### config.mk
export PLATFORM = sky130hd
export DESIGN_NAME = double_to_int32_convert_unit_flat
export DESIGN_NICKNAME = d
export VERILOG_FILES = /design/src/sv/d2i_pkg.sv /design/src/sv/d2i_req_if.sv /design/src/sv/d2i_rsp_if.sv /design/src/sv/d2i_csr_if.sv /design/src/sv/double_to_int32_convert_unit.sv /design/src/sv/d2i_convert.sv /design/src/flat_wrapper.sv
export SDC_FILE = /design/constraint.sdc
export NUM_CORES = 1
export LEC_CHECK = 0
export BUFFER_PORTS_ARGS = -buffer_cell sky130_fd_sc_hd__buf_2
export CAP_MARGIN = 20
export CORE_MARGIN = 2
export CORE_UTILIZATION = 45
export CTS_CLUSTER_DIAMETER = 40
export DETAILED_ROUTE_END_ITERATION = 12
export PLACE_DENSITY = 0.75
export REMOVE_ABC_BUFFERS = 1
export SYNTH_ARGS = -nofsm -noshare
export SYNTH_HDL_FRONTEND = slang
export SYNTH_SLANG_ARGS = --single-unit
### constraint.sdc
create_clock -name clock -period 11.3 [get_ports clock]
set_input_delay 1.695 -clock clock [delete_from_list [all_inputs] [get_ports clock]]
set_output_delay 1.695 -clock clock [all_outputs]
set_load 0.01 [all_outputs]
### src/sv/d2i_pkg.sv
// Package: shared types and constants for the double to int32 converter.
package d2i_pkg;
   localparam logic [63:0] PREFIX_WORD  = 64'hfff8_0000_0000_0000;
   localparam logic [31:0] INT_MAX_MAG  = 32'h7fff_ffff;
   localparam logic [31:0] INT_MIN_MAG  = 32'h8000_0000;
   localparam logic [10:0] EXP_SPECIAL  = 11'h7ff;
   localparam logic [10:0] EXP_BIAS_INT = 11'd1075;

   typedef enum logic [1:0] {
      RM_NEAREST = 2'd0,
      RM_ZERO    = 2'd1,
      RM_PLUS    = 2'd2,
      RM_MINUS   = 2'd3
   } round_mode_type;

   typedef enum logic {
      ACT_MODE  = 1'b0,
      ACT_TRUNC = 1'b1
   } action_type;

   typedef struct packed {
      logic [63:0] result_word;
      logic        invalid_conversion;
      logic        inexact;
      logic        rounded_up;
   } result_type;
endpackage

### src/sv/d2i_req_if.sv
// Interface: input item channel.
interface d2i_req_if;
   logic        valid;
   logic        ready;
   logic        action;
   logic [63:0] operand_bits;
   modport source (output valid, output action, output operand_bits, input ready);
   modport sink   (input valid, input action, input operand_bits, output ready);
endinterface

### src/sv/d2i_rsp_if.sv
// Interface: result item channel.
interface d2i_rsp_if;
   logic        valid;
   logic        ready;
   logic [63:0] result_word;
   logic        invalid_conversion;
   logic        inexact;
   logic        rounded_up;
   modport source (output valid, output result_word, output invalid_conversion,
                   output inexact, output rounded_up, input ready);
   modport sink   (input valid, input result_word, input invalid_conversion,
                   input inexact, input rounded_up, output ready);
endinterface

### src/sv/d2i_csr_if.sv
// Interface: rounding mode register write channel.
interface d2i_csr_if;
   logic       valid;
   logic       ready;
   logic [1:0] data;
   modport source (output valid, output data, input ready);
   modport sink   (input valid, input data, output ready);
endinterface

### src/sv/double_to_int32_convert_unit.sv
// Double to int32 converter: registered item in, one conversion, skid-free result register.
// Takes one item per cycle unless the result register is full and not taken; an item passes
// the input register, then the result register. The rate is set by the single-pass
// conversion between those registers; the input stays ready whenever the result
// register is empty or being taken. Rounding mode writes are registered, then take effect.
module double_to_int32_convert_unit (
   input  logic       clock,
   input  logic       reset,
   d2i_req_if.sink    req,
   d2i_rsp_if.source  rsp,
   d2i_csr_if.sink    csr
);
   import d2i_pkg::*;

   round_mode_type rmode_ff;
   logic           in_valid_ff, out_valid_ff;
   logic           action_ff;
   logic [63:0]    operand_ff;
   result_type     res_in, res_ff;
   round_mode_type eff_mode;
   logic           advance;

   assign csr.ready = 1'b1;
   assign advance   = !out_valid_ff || rsp.ready;
   assign req.ready = advance || !in_valid_ff;
   assign eff_mode  = (action_ff == ACT_TRUNC) ? RM_ZERO : rmode_ff;

   d2i_convert u_conv (.operand_bits(operand_ff), .mode(eff_mode), .result(res_in));

   always_ff @(posedge clock) begin
      if (reset) begin
         rmode_ff     <= RM_NEAREST;
         in_valid_ff  <= 1'b0;
         out_valid_ff <= 1'b0;
      end else begin
         if (csr.valid)
            rmode_ff <= round_mode_type'(csr.data);
         if (advance)
            out_valid_ff <= in_valid_ff;
         if (req.ready)
            in_valid_ff <= req.valid;
      end
   end

   always_ff @(posedge clock) begin
      if (req.ready && req.valid) begin
         action_ff  <= req.action;
         operand_ff <= req.operand_bits;
      end
      if (advance && in_valid_ff)
         res_ff <= res_in;
   end

   assign rsp.valid              = out_valid_ff;
   assign rsp.result_word        = res_ff.result_word;
   assign rsp.invalid_conversion = res_ff.invalid_conversion;
   assign rsp.inexact            = res_ff.inexact;
   assign rsp.rounded_up         = res_ff.rounded_up;
endmodule

### src/sv/d2i_convert.sv
// Combinational conversion of one double pattern to a saturated int32 result.
module d2i_convert (
   input  logic [63:0]              operand_bits,
   input  d2i_pkg::round_mode_type  mode,
   output d2i_pkg::result_type      result
);
   import d2i_pkg::*;

   logic        neg;
   logic [10:0] ex;
   logic [52:0] m;
   logic [11:0] k;
   logic [5:0]  sh;
   logic [63:0] wide;
   logic [63:0] ip;
   logic        rbit, sticky, frac, inc, lsb, sat;
   logic [32:0] mag;
   logic [31:0] value;

   always_comb begin
      neg = operand_bits[63];
      ex  = operand_bits[62:52];
      m   = {(ex != 11'd0), operand_bits[51:0]};
      // shift right count k = 1075 - max(ex,1); k >= 64 leaves no integer part
      k   = {1'b0, EXP_BIAS_INT} - {1'b0, (ex == 11'd0) ? 11'd1 : ex};
      sh  = (k > 12'd63) ? 6'd63 : k[5:0];
      // fraction bits of m left-aligned in 64 bits, MSB is the half bit
      wide   = 64'({64'd0, m} << (7'd64 - {1'b0, sh}));
      ip     = (k > 12'd63) ? 64'd0 : ({11'd0, m} >> sh);
      rbit   = (k > 12'd63) ? 1'b0 : wide[63];
      sticky = (k > 12'd63) ? (m != 53'd0) : (wide[62:0] != 63'd0);
      frac   = rbit | sticky;
      lsb    = ip[0];
      case (mode)
         RM_NEAREST: inc = rbit & (sticky | lsb);
         RM_PLUS:    inc = frac & ~neg;
         RM_MINUS:   inc = frac & neg;
         default:    inc = 1'b0;
      endcase
      mag = ip[32:0] + {32'd0, inc};
      sat = (ex == EXP_SPECIAL) || (ex >= EXP_BIAS_INT) || (ip[63:32] != 32'd0)
            || (!neg && mag > {1'b0, INT_MAX_MAG}) || (neg && mag > {1'b0, INT_MIN_MAG});
      if (ex == EXP_SPECIAL)
         value = (operand_bits[51:0] != 52'd0 || neg) ? INT_MIN_MAG : INT_MAX_MAG;
      else if (sat)
         value = neg ? INT_MIN_MAG : INT_MAX_MAG;
      else
         value = neg ? (32'd0 - mag[31:0]) : mag[31:0];
      result.result_word        = PREFIX_WORD | {31'd0, (value == 32'd0) && neg, value};
      result.invalid_conversion = sat;
      result.inexact            = !sat && frac;
      result.rounded_up         = !sat && inc;
   end
endmodule

### src/flat_wrapper.sv
// flat-port wrapper written by rule: the top's interface ports become plain ports
module double_to_int32_convert_unit_flat import d2i_pkg::*;
  (clock, reset, req_valid, req_action, req_operand_bits, req_ready, rsp_valid, rsp_result_word, rsp_invalid_conversion, rsp_inexact, rsp_rounded_up, rsp_ready, csr_valid, csr_data, csr_ready);
  d2i_req_if req_i ();
  d2i_rsp_if rsp_i ();
  d2i_csr_if csr_i ();
  input  logic clock;
  input  logic reset;
  input wire logic [$bits(req_i.valid)-1:0] req_valid;
  input wire logic [$bits(req_i.action)-1:0] req_action;
  input wire logic [$bits(req_i.operand_bits)-1:0] req_operand_bits;
  output wire logic [$bits(req_i.ready)-1:0] req_ready;
  output wire logic [$bits(rsp_i.valid)-1:0] rsp_valid;
  output wire logic [$bits(rsp_i.result_word)-1:0] rsp_result_word;
  output wire logic [$bits(rsp_i.invalid_conversion)-1:0] rsp_invalid_conversion;
  output wire logic [$bits(rsp_i.inexact)-1:0] rsp_inexact;
  output wire logic [$bits(rsp_i.rounded_up)-1:0] rsp_rounded_up;
  input wire logic [$bits(rsp_i.ready)-1:0] rsp_ready;
  input wire logic [$bits(csr_i.valid)-1:0] csr_valid;
  input wire logic [$bits(csr_i.data)-1:0] csr_data;
  output wire logic [$bits(csr_i.ready)-1:0] csr_ready;
  assign req_i.valid = req_valid;
  assign req_i.action = req_action;
  assign req_i.operand_bits = req_operand_bits;
  assign req_ready = req_i.ready;
  assign rsp_valid = rsp_i.valid;
  assign rsp_result_word = rsp_i.result_word;
  assign rsp_invalid_conversion = rsp_i.invalid_conversion;
  assign rsp_inexact = rsp_i.inexact;
  assign rsp_rounded_up = rsp_i.rounded_up;
  assign rsp_i.ready = rsp_ready;
  assign csr_i.valid = csr_valid;
  assign csr_i.data = csr_data;
  assign csr_ready = csr_i.ready;
  double_to_int32_convert_unit u_core (.clock(clock), .reset(reset), .req(req_i), .rsp(rsp_i), .csr(csr_i));
endmodule
==> results.md <==
- Outcome: finished clean
- CP Capture Type: flop
- Sink Count: 105
- Worst-case reg-to-reg path depth: 33
- Total GRT Usage: 0.4212
- Kind of critical path: flop to flop
- Crit-path max FO: 30
- Sw Share: 0.4033
- Worst path max stage delay: 0.70 ns
- Largest net degree at the start of global routing: 68
- FF+latch count, synth: 105
- Die width: 186.2 um
- Antenna diodes: 0
- DR iter-0 viols: 2,969
- Per-instance average area after synthesis: 8.045 um^2
- Worst hold endpoint: u_core.rsp.valid
- Number of flops mapped to enable cells by yosys: 101
- DR vias/cell: 7.480
- Predominant post-synthesis flop cell: edfxtp_1
- Slowest cell on the critical path: o31ai_4
- Worst Skew: 0.009015 ns
- Detailed Route WL: 72,740 um
- Pre-CTS WS: 1.194 ns
- Critical path's most frequent cell: inv_2
- RSZ-0062 raised after global routing: no
- Clk Latency, worst-skew pair: 0.39 ns
- Max Cap Viol: 0
- R2R Path Start: u_core.operand_ff[54]
- Layout cells sized above 1: 0.1654
- Yosys warnings: 0
- Worst Setup SP: u_core.operand_ff[54]
- Seq pwr share: 0.409
- Clock Root Buffer: clkbuf_16
- Final Setup Violations: 0
- DR DRC count: 0
- Net Sw Power: 0.5079 mW
- Final min period: 10.32 ns
- Leak pwr: 5.946 nW
- Biggest area consumer among synthesized cells: edfxtp_1
- Vias: 17,280
- Design area: 15,830 um^2
- Syn Inst Count: 1,856
- Post-synth cell types: 129
- Overall die height: 186.2 um
- Final ANT Viol Nets: 0
- Relative slew slack: 0.2442
- Hold path cells: 2
- Hold path start: u_core.in_valid_ff
- Post-Syn Area: 14,930 um^2
- Flop2flop setup slack: 0.98 ns
- Fillers: 3,227
- Worst Path Required: 11.44 ns
- Global-route congestion overflow total: 0
- Post-DP HPWL: 52,170 um
- Combinational power share: 0.342
- Top cells by area, synth: edfxtp_1 20%, mux2i_1 12%, nand2_1 3.8%, nor2_1 3.3%, a21oi_1 2.8%
- Register area share after synthesis: 0.2085
- Inserted Clock Buffers: 9
- Hold/Removal Path Class: flop to flop
- Vias in the first global route: 16,060
- Clock share of power: 0.249
- CTS tree: done
- Final Max Tran Viols: 0
- Initial Utilization: 0.4578
- Placed Area: 15,540 um^2
- Die ar.: 34,660 um^2
- # port buffers: 109
- Post-CTS resize count: 0
- I/O pins: 142
- Worst r2r dst: u_core.rsp.result_word[32]
- Crit path DAT: 10.45 ns
- First-pass GRT wire length: 107,200 um
- Period utilisation layout: 0.9130
- Synth-to-layout area growth: 6.041%
- Max VDD drop: 113.8 uV
- Gpl congestion: 1.094
- Fmax: 96.93 MHz
- CORE AREA: 32,620 um^2
- PD cells: 79.54 nW/um^2
- Synth top area share: 0.2031
- Post-CTS setup buffers: 0
- Wire per inst: 31.49 um
- Initial DRT Pass Iterations: 7
- H-tree depth: 3
- Reg clk slew, reported paths: 0.08 ns
- Final Hold Vio Count: 0
- Fraction of registers with async set/reset: 0
- CTS max path bufs: 2
- Slew @ Worst Pin: 1.126 ns
- Int Power: 0.7515 mW
- Crit start category: flop
- Post-route setup slack: 0.9829 ns
- Hold_buf cts: 0
- Initial antenna violation count: 0
- Row count: 66
- NumNets Final: 1,943
-- area by class of cell --
cell class / instances / area [um^2] / share of cell area
multi-input combinational: 1542 / 10760 / 0.6793
sequential: 105 / 3113 / 0.1966
timing repair buffer: 169 / 996.0 / 0.06290
tap: 442 / 553.0 / 0.03493
clock buffer: 10 / 229.0 / 0.01446
inverter: 36 / 135.1 / 0.008534
clock inverter: 6 / 52.55 / 0.003319
-- flip-flops by register name, summed over array words and instances (netlist names) --
signal / flops
u_core.operand_ff: 64
u_core.rsp.result_word: 33
u_core.rmode_ff: 2
u_core.action_ff: 1
u_core.in_valid_ff: 1
u_core.rsp.inexact: 1
u_core.rsp.invalid_conversion: 1
u_core.rsp.rounded_up: 1
u_core.rsp.valid: 1
-- power groups by stage --
| stage | Sequential, mW | Clock (mW) | Combinational (mW) |
|---|---|---|---|
| after floorplan | 0.506 | 0 | 0.250 |
| after global placement | 0.517 | 0 | 0.405 |
| after detailed placement | 0.516 | 0 | 0.407 |
| after CTS | 0.508 | 0.321 | 0.409 |
| after global routing | 0.513 | 0.332 | 0.454 |
| final | 0.515 | 0.314 | 0.431 |
-- logic make-up (layout without fill, tap and decap cells) --
group           after synthesis  count (layout)  share of synthesized area
simple gates                690             690                     0.2495
compound gates              578             578                     0.2932
buf+inv                     239             221                    0.08312
mux                         189             189                     0.1311
flops                       105             105                     0.2085
xor+xnor                     45              45                    0.02740
fa+ha+maj                     8               8                   0.006704
other cells                   2              32                  0.0005030
-- through the flow --
stage | TNS [ns] | utilization | hold WS [ns] | power, mW | instances
2_1_floorplan | -0.3105 | - | 0.4604 | 0.7563 | 1683
3_3_place_gp | 0 | 0.4764 | 0.5032 | 0.9218 | 2293
3_5_place_dp | 0 | 0.4764 | 0.5105 | 0.9232 | 2293
4_1_cts | 0 | 0.4850 | 0.5333 | 1.238 | 2309
5_1_grt | 0 | 0.4854 | 0.5613 | 1.299 | 2310
6_report | 0 | 0.4854 | 0.5316 | 1.259 | 2310
-- per-layer routing --
layer / share of wire / vias up / track usage
met4: 0.082 / 0 / 0.2831
met2: 0.40 / 1526 / 0.5987
met5: 0 / - / 0
met3: 0.14 / 366 / 0.1318
met1: 0.38 / 8172 / 0.5455
li1: - / 7215 / -
-- how the worst max path moves through the flow --
stage,cells past startpoint,end,slack [ns]
floorplan,30,u_core.rsp.result_word[1],-0.11
global placement,33,u_core.rsp.result_word[32],1.41
finish,33,u_core.rsp.result_word[32],0.98
global route,34,u_core.rsp.result_word[32],0.26
CTS,33,u_core.rsp.result_word[32],1.16
detailed placement,33,u_core.rsp.result_word[32],1.19
-- cell usage in the layout, fill, tap and decap left out, types with 12 or more instances in the layout --
| master | n |
|---|---|
| a211o_1 | 17 |
| a211oi_1 | 21 |
| a21o_1 | 13 |
| a21oi_1 | 82 |
| a22oi_1 | 15 |
| a2bb2oi_1 | 13 |
| a31oi_1 | 26 |
| a32oi_1 | 14 |
| and2_1 | 20 |
| and3_1 | 17 |
| buf_2 | 109 |
| buf_4 | 59 |
| conb_1 | 32 |
| edfxtp_1 | 101 |
| inv_1 | 30 |
| mux2i_1 | 173 |
| nand2_1 | 150 |
| nand2b_1 | 16 |
| nand3_1 | 62 |
| nand4_1 | 40 |
| nor2_1 | 131 |
| nor2b_1 | 12 |
| nor3_1 | 72 |
| nor4_1 | 51 |
| o2111ai_1 | 14 |
| o211ai_1 | 48 |
| o21a_1 | 13 |
| o21ai_0 | 64 |
| o21ai_1 | 32 |
| o22ai_1 | 23 |
| o31ai_1 | 16 |
| or2_2 | 13 |
| or3_1 | 22 |
| or4_1 | 12 |
| xnor2_1 | 31 |
-- critical path, delay by kind of cell, from the launching register on --
| kind | cells | cell delay, ns |
|---|---|---|
| AOI/OAI and AO/OA | 14 | 3.66 |
| adders and majority gates | 3 | 1.17 |
| buffers and inverters | 4 | 1.18 |
| DFF | 1 | 0.40 |
| muxes | 2 | 0.76 |
| and+or+nand+nor | 10 | 2.83 |
-- cells in the mapped netlist (14+ instances only) --
master     instances
a22oi_1           15
and2_1            21
a211o_1           17
buf_2             38
inv_1             30
a31oi_1           27
o211ai_1          48
buf_1             14
buf_4             47
nor3_1            72
nand4_1           40
nor4_1            51
o21ai_1           31
a21oi_1           83
clkbuf_1          88
edfxtp_1         101
mux2i_1          173
o2111ai_1         15
nand2_1          150
o21ai_0           65
or3_1             22
and3_1            17
xnor2_1           32
a211oi_1          21
a32oi_1           14
nand3_1           62
nand2b_1          16
o31ai_1           17
nor2_1           131
o22ai_1           23
Note: power is estimated with default switching activity, not from simulation.
